<file path="src/design/ssd1306_i2c_write_framer_assert.svh">
// Assertion macros for the framer modules; ssdif_back includes them.
`ifndef SSD1306_I2C_WRITE_FRAMER_ASSERT_SVH
`define SSD1306_I2C_WRITE_FRAMER_ASSERT_SVH

// cond must hold at every edge outside reset
`define SSDIF_ASSERT_ALWAYS(label, clk, rst, cond) \
   label: assert property (@(posedge clk) disable iff (rst) (cond)) \
      else $error("ssdif assertion failed");

// cons must hold in the same cycle as ante
`define SSDIF_ASSERT_IMPLIES(label, clk, rst, ante, cons) \
   label: assert property (@(posedge clk) disable iff (rst) (ante) |-> (cons)) \
      else $error("ssdif assertion failed");

// cons must hold in the cycle after ante
`define SSDIF_ASSERT_NEXT(label, clk, rst, ante, cons) \
   label: assert property (@(posedge clk) disable iff (rst) (ante) |=> (cons)) \
      else $error("ssdif assertion failed");

`endif

</file>
<file path="src/design/ssdif_pkg.sv">
package ssdif_pkg;

   typedef enum logic [1:0] {
      KIND_START = 2'd0,
      KIND_BIT   = 2'd1,
      KIND_ACK   = 2'd2,
      KIND_STOP  = 2'd3
   } kind_type;

   localparam logic [2:0] OP_COMMAND    = 3'd0;
   localparam logic [2:0] OP_SET_POS    = 3'd1;
   localparam logic [2:0] OP_BEGIN_DATA = 3'd2;
   localparam logic [2:0] OP_DATA       = 3'd3;
   localparam logic [2:0] OP_STOP       = 3'd4;

   localparam int MAX_BYTES = 5;
   localparam int QDEPTH    = 2;

   localparam int CSR_ADDR_W = 3;
   localparam int CSR_DATA_W = 32;
   localparam logic REG_SLAVE_ADDR = 1'b0;

   localparam logic [7:0] ADDR_RESET   = 8'h78;
   localparam logic [7:0] CTRL_CMD     = 8'h00;
   localparam logic [7:0] CTRL_DATA    = 8'h40;
   localparam logic [7:0] PAGE_BASE    = 8'hB0;
   localparam logic [7:0] COL_HI_BASE  = 8'h10;
   localparam logic [7:0] COL_LO_MASK  = 8'h0F;
   localparam logic [7:0] COL_LO_FORCE = 8'h01;

   typedef struct packed {
      logic                      has_start;
      logic                      has_stop;
      logic [2:0]                nbytes;
      logic [MAX_BYTES-1:0][7:0] bytes;
   } desc_type;

endpackage

</file>
<file path="src/design/ssdif_queue.sv">
module ssdif_queue import ssdif_pkg::*; (
   input  logic     clock,
   input  logic     reset,
   input  logic     wr_en,
   input  desc_type wr_data,
   output logic     full,
   input  logic     rd_en,
   output desc_type rd_data,
   output logic     empty
);

   localparam int PTR_W = $clog2(QDEPTH);

   desc_type             mem_ff [QDEPTH];
   logic [PTR_W-1:0]     wr_ptr_ff, wr_ptr_in;
   logic [PTR_W-1:0]     rd_ptr_ff, rd_ptr_in;
   logic [PTR_W:0]       count_ff, count_in;

   assign full    = (count_ff == (PTR_W+1)'(QDEPTH));
   assign empty   = (count_ff == '0);
   assign rd_data = mem_ff[rd_ptr_ff];

   always_comb begin
      wr_ptr_in = wr_ptr_ff;
      rd_ptr_in = rd_ptr_ff;
      count_in  = count_ff;
      if (wr_en) begin
         wr_ptr_in = (wr_ptr_ff == PTR_W'(QDEPTH-1)) ? '0 : PTR_W'(wr_ptr_ff + 1'b1);
      end
      if (rd_en) begin
         rd_ptr_in = (rd_ptr_ff == PTR_W'(QDEPTH-1)) ? '0 : PTR_W'(rd_ptr_ff + 1'b1);
      end
      if (wr_en && !rd_en) begin
         count_in = (PTR_W+1)'(count_ff + 1'b1);
      end else if (!wr_en && rd_en) begin
         count_in = (PTR_W+1)'(count_ff - 1'b1);
      end
   end

   always_ff @(posedge clock) begin
      if (reset) begin
         wr_ptr_ff <= '0;
         rd_ptr_ff <= '0;
         count_ff  <= '0;
      end else begin
         wr_ptr_ff <= wr_ptr_in;
         rd_ptr_ff <= rd_ptr_in;
         count_ff  <= count_in;
      end
      if (wr_en) begin
         mem_ff[wr_ptr_ff] <= wr_data;
      end
   end

endmodule

</file>
<file path="src/design/ssdif_front.sv">
module ssdif_front import ssdif_pkg::*; (
   input  logic                  clock,
   input  logic                  reset,
   input  logic                  psel,
   input  logic                  penable,
   input  logic                  pwrite,
   input  logic [CSR_ADDR_W-1:0] paddr,
   input  logic [CSR_DATA_W-1:0] pwdata,
   output logic [CSR_DATA_W-1:0] prdata,
   output logic                  pready,
   input  logic                  push,
   input  logic [2:0]            req_opcode,
   input  logic [7:0]            req_byte_value,
   input  logic [6:0]            req_column,
   input  logic [2:0]            req_page,
   input  logic                  q_full,
   output logic                  q_push,
   output desc_type              q_data
);

   logic [7:0] slave_addr_ff, slave_addr_in;
   logic       csr_write;
   logic       known_op;

   assign pready    = 1'b1;
   assign csr_write = psel && penable && pwrite && (paddr[2] == REG_SLAVE_ADDR);
   assign prdata    = (paddr[2] == REG_SLAVE_ADDR) ?
                      CSR_DATA_W'(slave_addr_ff) : '0;

   always_comb begin
      slave_addr_in = csr_write ? pwdata[7:0] : slave_addr_ff;
   end

   always_ff @(posedge clock) begin
      if (reset) begin
         slave_addr_ff <= ADDR_RESET;
      end else begin
         slave_addr_ff <= slave_addr_in;
      end
   end

   always_comb begin
      q_data          = '0;
      known_op        = 1'b1;
      q_data.bytes[0] = slave_addr_ff;
      unique case (req_opcode)
         OP_COMMAND: begin
            q_data.has_start = 1'b1;
            q_data.has_stop  = 1'b1;
            q_data.nbytes    = 3'd3;
            q_data.bytes[1]  = CTRL_CMD;
            q_data.bytes[2]  = req_byte_value;
         end
         OP_SET_POS: begin
            q_data.has_start = 1'b1;
            q_data.has_stop  = 1'b1;
            q_data.nbytes    = 3'd5;
            q_data.bytes[1]  = CTRL_CMD;
            q_data.bytes[2]  = PAGE_BASE | {5'd0, req_page};
            q_data.bytes[3]  = COL_HI_BASE | {5'd0, req_column[6:4]};
            q_data.bytes[4]  = (COL_LO_MASK & {4'd0, req_column[3:0]}) | COL_LO_FORCE;
         end
         OP_BEGIN_DATA: begin
            q_data.has_start = 1'b1;
            q_data.nbytes    = 3'd2;
            q_data.bytes[1]  = CTRL_DATA;
         end
         OP_DATA: begin
            q_data.nbytes    = 3'd1;
            q_data.bytes[0]  = req_byte_value;
         end
         OP_STOP: begin
            q_data.has_stop  = 1'b1;
         end
         default: begin
            known_op = 1'b0;
         end
      endcase
   end

   // unused opcodes are taken and dropped
   assign q_push = push && !q_full && known_op;

endmodule

</file>
<file path="src/design/ssdif_back.sv">
`include "ssd1306_i2c_write_framer_assert.svh"

module ssdif_back import ssdif_pkg::*; (
   input  logic       clock,
   input  logic       reset,
   input  logic       q_empty,
   input  desc_type   q_head,
   output logic       q_pop,
   output logic       empty,
   input  logic       pop,
   output logic [1:0] rsp_symbol_kind,
   output logic       rsp_sda_level,
   output logic       rsp_last_symbol
);

   typedef enum logic [1:0] {
      PH_START,
      PH_BYTES,
      PH_STOP
   } phase_type;

   desc_type   cur_ff, cur_in;
   logic       cur_valid_ff, cur_valid_in;
   phase_type  phase_ff, phase_in;
   logic [2:0] byte_idx_ff, byte_idx_in;
   logic [3:0] bit_idx_ff, bit_idx_in;

   logic       out_valid_ff, out_valid_in;
   kind_type   out_kind_ff, out_kind_in;
   logic       out_sda_ff, out_sda_in;
   logic       out_last_ff, out_last_in;

   kind_type   sym_kind;
   logic       sym_sda;
   logic       sym_last;
   logic       slot_free;
   logic       emit;
   logic       run_done;
   logic       load;
   logic       last_byte;
   logic [7:0] cur_byte;

   assign cur_byte  = cur_ff.bytes[byte_idx_ff];
   assign last_byte = (byte_idx_ff == 3'(cur_ff.nbytes - 3'd1));

   always_comb begin
      sym_kind = KIND_STOP;
      sym_sda  = 1'b1;
      sym_last = 1'b1;
      unique case (phase_ff)
         PH_START: begin
            sym_kind = KIND_START;
            sym_sda  = 1'b0;
            sym_last = (cur_ff.nbytes == 3'd0) && !cur_ff.has_stop;
         end
         PH_BYTES: begin
            if (bit_idx_ff[3]) begin
               sym_kind = KIND_ACK;
               sym_sda  = 1'b1;
               sym_last = last_byte && !cur_ff.has_stop;
            end else begin
               sym_kind = KIND_BIT;
               sym_sda  = cur_byte[~bit_idx_ff[2:0]];
               sym_last = 1'b0;
            end
         end
         PH_STOP: begin
            sym_kind = KIND_STOP;
            sym_sda  = 1'b1;
            sym_last = 1'b1;
         end
         default: begin
            sym_kind = KIND_STOP;
            sym_sda  = 1'b1;
            sym_last = 1'b1;
         end
      endcase
   end

   assign slot_free = !out_valid_ff || pop;
   assign emit      = cur_valid_ff && slot_free;
   assign run_done  = emit && sym_last;
   assign load      = !q_empty && (!cur_valid_ff || run_done);
   assign q_pop     = load;

   always_comb begin
      cur_in       = cur_ff;
      cur_valid_in = cur_valid_ff;
      phase_in     = phase_ff;
      byte_idx_in  = byte_idx_ff;
      bit_idx_in   = bit_idx_ff;
      if (load) begin
         cur_in       = q_head;
         cur_valid_in = 1'b1;
         byte_idx_in  = '0;
         bit_idx_in   = '0;
         if (q_head.has_start) begin
            phase_in = PH_START;
         end else if (q_head.nbytes != 3'd0) begin
            phase_in = PH_BYTES;
         end else begin
            phase_in = PH_STOP;
         end
      end else if (run_done) begin
         cur_valid_in = 1'b0;
      end else if (emit) begin
         unique case (phase_ff)
            PH_START: begin
               phase_in = (cur_ff.nbytes != 3'd0) ? PH_BYTES : PH_STOP;
            end
            PH_BYTES: begin
               if (bit_idx_ff[3]) begin
                  bit_idx_in = '0;
                  if (last_byte) begin
                     phase_in = PH_STOP;
                  end else begin
                     byte_idx_in = 3'(byte_idx_ff + 3'd1);
                  end
               end else begin
                  bit_idx_in = 4'(bit_idx_ff + 4'd1);
               end
            end
            PH_STOP: begin
               phase_in = PH_STOP;
            end
            default: begin
               phase_in = PH_STOP;
            end
         endcase
      end
   end

   always_comb begin
      out_valid_in = out_valid_ff;
      out_kind_in  = out_kind_ff;
      out_sda_in   = out_sda_ff;
      out_last_in  = out_last_ff;
      if (emit) begin
         out_valid_in = 1'b1;
         out_kind_in  = sym_kind;
         out_sda_in   = sym_sda;
         out_last_in  = sym_last;
      end else if (pop) begin
         out_valid_in = 1'b0;
      end
   end

   always_ff @(posedge clock) begin
      if (reset) begin
         cur_valid_ff <= 1'b0;
         out_valid_ff <= 1'b0;
         phase_ff     <= PH_START;
      end else begin
         cur_valid_ff <= cur_valid_in;
         out_valid_ff <= out_valid_in;
         phase_ff     <= phase_in;
      end
      cur_ff      <= cur_in;
      byte_idx_ff <= byte_idx_in;
      bit_idx_ff  <= bit_idx_in;
      out_kind_ff <= out_kind_in;
      out_sda_ff  <= out_sda_in;
      out_last_ff <= out_last_in;
   end

   assign empty           = !out_valid_ff;
   assign rsp_symbol_kind = out_kind_ff;
   assign rsp_sda_level   = out_sda_ff;
   assign rsp_last_symbol = out_last_ff;

   `SSDIF_ASSERT_IMPLIES(a_stop_ends_run, clock, reset,
      out_valid_ff && (out_kind_ff == KIND_STOP), out_last_ff)
   `SSDIF_ASSERT_IMPLIES(a_start_not_last, clock, reset,
      out_valid_ff && (out_kind_ff == KIND_START), !out_last_ff)
   `SSDIF_ASSERT_ALWAYS(a_pop_needs_head, clock, reset, !(q_pop && q_empty))
   `SSDIF_ASSERT_NEXT(a_emit_fills_slot, clock, reset, emit, out_valid_ff)

endmodule

</file>
<file path="src/design/ssd1306_i2c_write_framer.sv">
// Write-only I2C symbol framer for an SSD1306-style OLED controller. Each opcode taken on the
// request queue becomes a run of bus symbols (start, data bit, ack slot, stop) on the response
// queue, one symbol per clock when pop keeps up; last_symbol marks the end of each run. A data
// byte beat yields 9 symbols, begin data 19, command 29, set position 47, stop 1; opcodes 5 to
// 7 are taken and yield nothing. The output rate is set by the back-end sequencer, which emits
// one symbol per cycle while its output slot is free; the front end classifies one request per
// cycle, when not full, into a two-entry descriptor queue, so push sees full only when two runs
// wait behind the active one. The slave address byte (reset 0x78) sits at byte address 0 of the
// APB port and is sampled when a request is taken; acknowledge is never sampled.
module ssd1306_i2c_write_framer import ssdif_pkg::*; (
   input  logic                  clock,
   input  logic                  reset,
   input  logic                  push,
   output logic                  full,
   input  logic [2:0]            req_opcode,
   input  logic [7:0]            req_byte_value,
   input  logic [6:0]            req_column,
   input  logic [2:0]            req_page,
   output logic                  empty,
   input  logic                  pop,
   output logic [1:0]            rsp_symbol_kind,
   output logic                  rsp_sda_level,
   output logic                  rsp_last_symbol,
   input  logic                  psel,
   input  logic                  penable,
   input  logic                  pwrite,
   input  logic [CSR_ADDR_W-1:0] paddr,
   input  logic [CSR_DATA_W-1:0] pwdata,
   output logic [CSR_DATA_W-1:0] prdata,
   output logic                  pready
);

   logic     q_push;
   logic     q_full;
   logic     q_pop;
   logic     q_empty;
   desc_type q_wr_data;
   desc_type q_head;

   assign full = q_full;

   ssdif_front u_front (
      .clock          (clock),
      .reset          (reset),
      .psel           (psel),
      .penable        (penable),
      .pwrite         (pwrite),
      .paddr          (paddr),
      .pwdata         (pwdata),
      .prdata         (prdata),
      .pready         (pready),
      .push           (push),
      .req_opcode     (req_opcode),
      .req_byte_value (req_byte_value),
      .req_column     (req_column),
      .req_page       (req_page),
      .q_full         (q_full),
      .q_push         (q_push),
      .q_data         (q_wr_data)
   );

   ssdif_queue u_queue (
      .clock   (clock),
      .reset   (reset),
      .wr_en   (q_push),
      .wr_data (q_wr_data),
      .full    (q_full),
      .rd_en   (q_pop),
      .rd_data (q_head),
      .empty   (q_empty)
   );

   ssdif_back u_back (
      .clock           (clock),
      .reset           (reset),
      .q_empty         (q_empty),
      .q_head          (q_head),
      .q_pop           (q_pop),
      .empty           (empty),
      .pop             (pop),
      .rsp_symbol_kind (rsp_symbol_kind),
      .rsp_sda_level   (rsp_sda_level),
      .rsp_last_symbol (rsp_last_symbol)
   );

endmodule

</file>
<file path="config.mk">
export PLATFORM = sky130hd
export DESIGN_NAME = ssd1306_i2c_write_framer
export DESIGN_NICKNAME = d
export VERILOG_FILES = /design/src/design/ssdif_pkg.sv /design/src/design/ssdif_queue.sv /design/src/design/ssdif_front.sv /design/src/design/ssdif_back.sv /design/src/design/ssd1306_i2c_write_framer.sv
export VERILOG_INCLUDE_DIRS = /design/src /design/src/design
export SDC_FILE = /design/constraint.sdc
export NUM_CORES = 1
export LEC_CHECK = 0
export ABC_CLOCK_PERIOD_IN_PS = 7950
export BUFFER_PORTS_ARGS = -buffer_cell sky130_fd_sc_hd__buf_2
export CORE_UTILIZATION = 35
export DETAILED_ROUTE_END_ITERATION = 10
export GPL_TIMING_DRIVEN = 0
export PLACE_DENSITY = 0.59
export SYNTH_ARGS = -nofsm -noshare
export SYNTH_HDL_FRONTEND = slang
export SYNTH_SLANG_ARGS = --single-unit
</file>
<file path="constraint.sdc">
create_clock -name clock -period 7.95 [get_ports clock]
set_input_delay 0.795 -clock clock [delete_from_list [all_inputs] [get_ports clock]]
set_output_delay 0.795 -clock clock [all_outputs]
set_load 0.01 [all_outputs]
</file>
==> results.cfg <==
[final_layout]
postLayoutCellArea_um2 = 5910
area_growth_syn_to_layout_pct = 17.8
num_antenna_cells = 0
nets = 531
drive_gt1_frac = 0.314
fillerInstances = 1291
seq_area_um2 = 3090
multiInputGateArea_um2 = 1700
final_core_util = 0.424

[yosys]
synth_warnings = 0
synth_flop_cell = edfxtp_1
synth_top_area_share = 0.521
yosysMostFrequentCell = edfxtp_1
synthCells = 381
synth_commonest_cells = 87 x edfxtp_1, 37 x mux2_2, 27 x nor2_1
yosysTopAreaCell = edfxtp_1
avgSynthCellArea_um2 = 13.2
synth_cell_types = 52
netlist_top_cells_area = edfxtp_1 52%, dfxtp_1 9.6%, mux2_2 8.3%
ys_seq_area_frac = 0.617
async_flop_share = 0
synth_edf_count = 87
synth_area_um2 = 5010
yosys_register_bits = 111

[power_and_ir_drop]
ir_drop_mv = 0.131
p_per_area_nw_per_um2 = 294
power.switching_uw = 496
power_frac_seq = 0.482
comb_power_share = 0.236
power_leakage_nw = 2.28
power_mw = 1.74
swShare = 0.286
clkPwrFrac = 0.282
internal_power_mw = 1.24

[min_path]
hold_class = reg2reg
hold_path_startpoint = u_front.slave_addr_ff[2]

[timing]
final.period_utilization = 0.391
rsz0062_at_grt = no
hold_violations = 0
relSlewSlack = 0.399
timing.fmax_ghz = 0.322
tightest_slew_ns = 0.900
final.min_clock_period_ns = 3.11
drv_slew = 0
fin_worst_skew_ns = 0.00511
tns_ns = 0
setup_viol = 0

[routing]
wl_per_cell_um = 13.9
vias = 3062
routed_wirelength_mm = 9.04
dr.pass1.iters = 4
antenna_left = 0
viasPerCell = 4.73
route.detailed.drc = 0
drtIter0Drc = 150

[global_route]
grt_usage = 0.132
grt_max_degree = 37
grt_pass1_vias = 2870
antenna_found_initial = 0
grt_pass1_wl_mm = 14.4
overflow = 0

[clock_network]
cts_resized = 0
post-cts-setup-buffers = 0
cts_tree = yes
clk-insertion-delay-late_ns = 0.36
clk_path_buf_depth = 2
clk_pin_slew_ns = 0.07
ctsHtreeMaxLevel = 3
cts_root_buffer = clkbuf_16
numClockSinks = 111
cts_buffers = 9
holdBufCountCts = 0

[critical_path]
slowest_stage = a221oi_4
cpPeakStageDelay_ns = 0.43
end_kind = register
critPathLaunchType = register
startpoint = u_back.cur_ff[40]
crit_chain = inv_1, ha_1, ha_1, xor2_2, nand4_2, a221oi_4, buf_6, inv_1, ha_1, or3_1, a21oi_1
r2r_start = u_back.cur_ff[40]
path_common_cell = ha_1
cpLargestDelayFamily = adder cells
worstPathRequired_ns = 8.23
crit_fanout = 36
worstSetupPathType = reg2reg
cp.buffers_inverters = 3
cp.arrival_ns = 3.39

[floorplanning]
die_x_um = 122
floorplan.initialDensity = 0.360
core_area_um2 = 13900
num_io_pins = 102
die_h_um = 122
rows = 43
die-area_um2 = 14800

[run]
drv_cap = 0

[placed_design]
portBuffers = 48
placed_area_um2 = 5580
hpwl_mm = 6.32
place_congestion = 0.800

[outcome]
status = complete, no violations
## through the flow
stage | worst slack, ns | hold slack, ns | instances
finish | 4.84 | 0.469 | 648
global route | 4.64 | 0.492 | 648
CTS | 4.80 | 0.474 | 648
detailed placement | 4.82 | 0.462 | 632
global placement | 3.71 | 0.454 | 632
floorplan | 5.00 | 0.435 | 404
## cell families after synthesis
kind of cell    synth area share
flops                      0.617
fa+ha+maj                 0.0125
buf+inv                   0.0641
mux                        0.112
xor+xnor                  0.0202
simple gates               0.124
compound gates            0.0492
other cells              0.00150
## cells in the final DEF, fill, tap and decap left out, drive strengths merged, types with 3 or more instances in the layout
cell and n:
clkbuf 17, o21ai 5, ha 5, dfxtp 24, and2 4, a21oi 14, nor2 27, nand4 3
inv 15, and3 6, mux2 37, a221oi 3, buf 82, nand2 25, nand3 7, edfxtp 87
xor2 7, mux2i 10, nand3b 9, nor2b 13, conb 25, o21a 3, nor3 9
## registers in the layout, indices dropped and copies added (netlist names), 2 cells and up, named ones only
name	count
u_front.slave_addr_ff	8
u_back.byte_idx_ff	3
u_queue.count_ff	2
u_back.cur_ff	27
u_back.rsp_symbol_kind	2
u_queue.mem_ff	56
u_back.bit_idx_ff	4
u_back.phase_ff	2
## worst min-delay path: stages, from the launching register on
cell     delay, ns
dfxtp_1       0.32
nand2_1       0.05
a21oi_1       0.05
## power groups by stage
| stage | logic [mW] | registers, mW | clock network [mW] |
|---|---|---|---|
| after global placement | 0.405 | 0.847 | 0 |
| after CTS | 0.418 | 0.838 | 0.500 |
| after global routing | 0.457 | 0.850 | 0.520 |
| final | 0.410 | 0.836 | 0.489 |
| after floorplan | 0.309 | 0.836 | 0 |
| after detailed placement | 0.417 | 0.851 | 0 |
## cell type report
| type | instances | area share |
|---|---|---|
| sequential | 111 | 0.524 |
| multi-input combinational | 239 | 0.288 |
| buffer | 42 | 0.0468 |
| timing repair buffer | 48 | 0.0407 |
| clock buffer | 9 | 0.0381 |
| tap | 180 | 0.0381 |
| clock inverter | 7 | 0.0172 |
| inverter | 12 | 0.00762 |
## metal layers
metal	global-route usage	share of wire	wire, µm
met4	0.0502	0.022	198
met5	0	0	0
met2	0.216	0.46	4190
met1	0.160	0.45	4040
met3	0.0440	0.068	611
## worst paths after layout
path                               to  slack (ns)  depth (start not counted)
max               u_queue.count_ff[1]        4.84                         11
max reg2reg       u_queue.count_ff[1]        4.84                         11
min          u_front.slave_addr_ff[2]        0.47                          2
min reg2reg  u_front.slave_addr_ff[2]        0.47                          2
(Power assumes the default switching activity.)
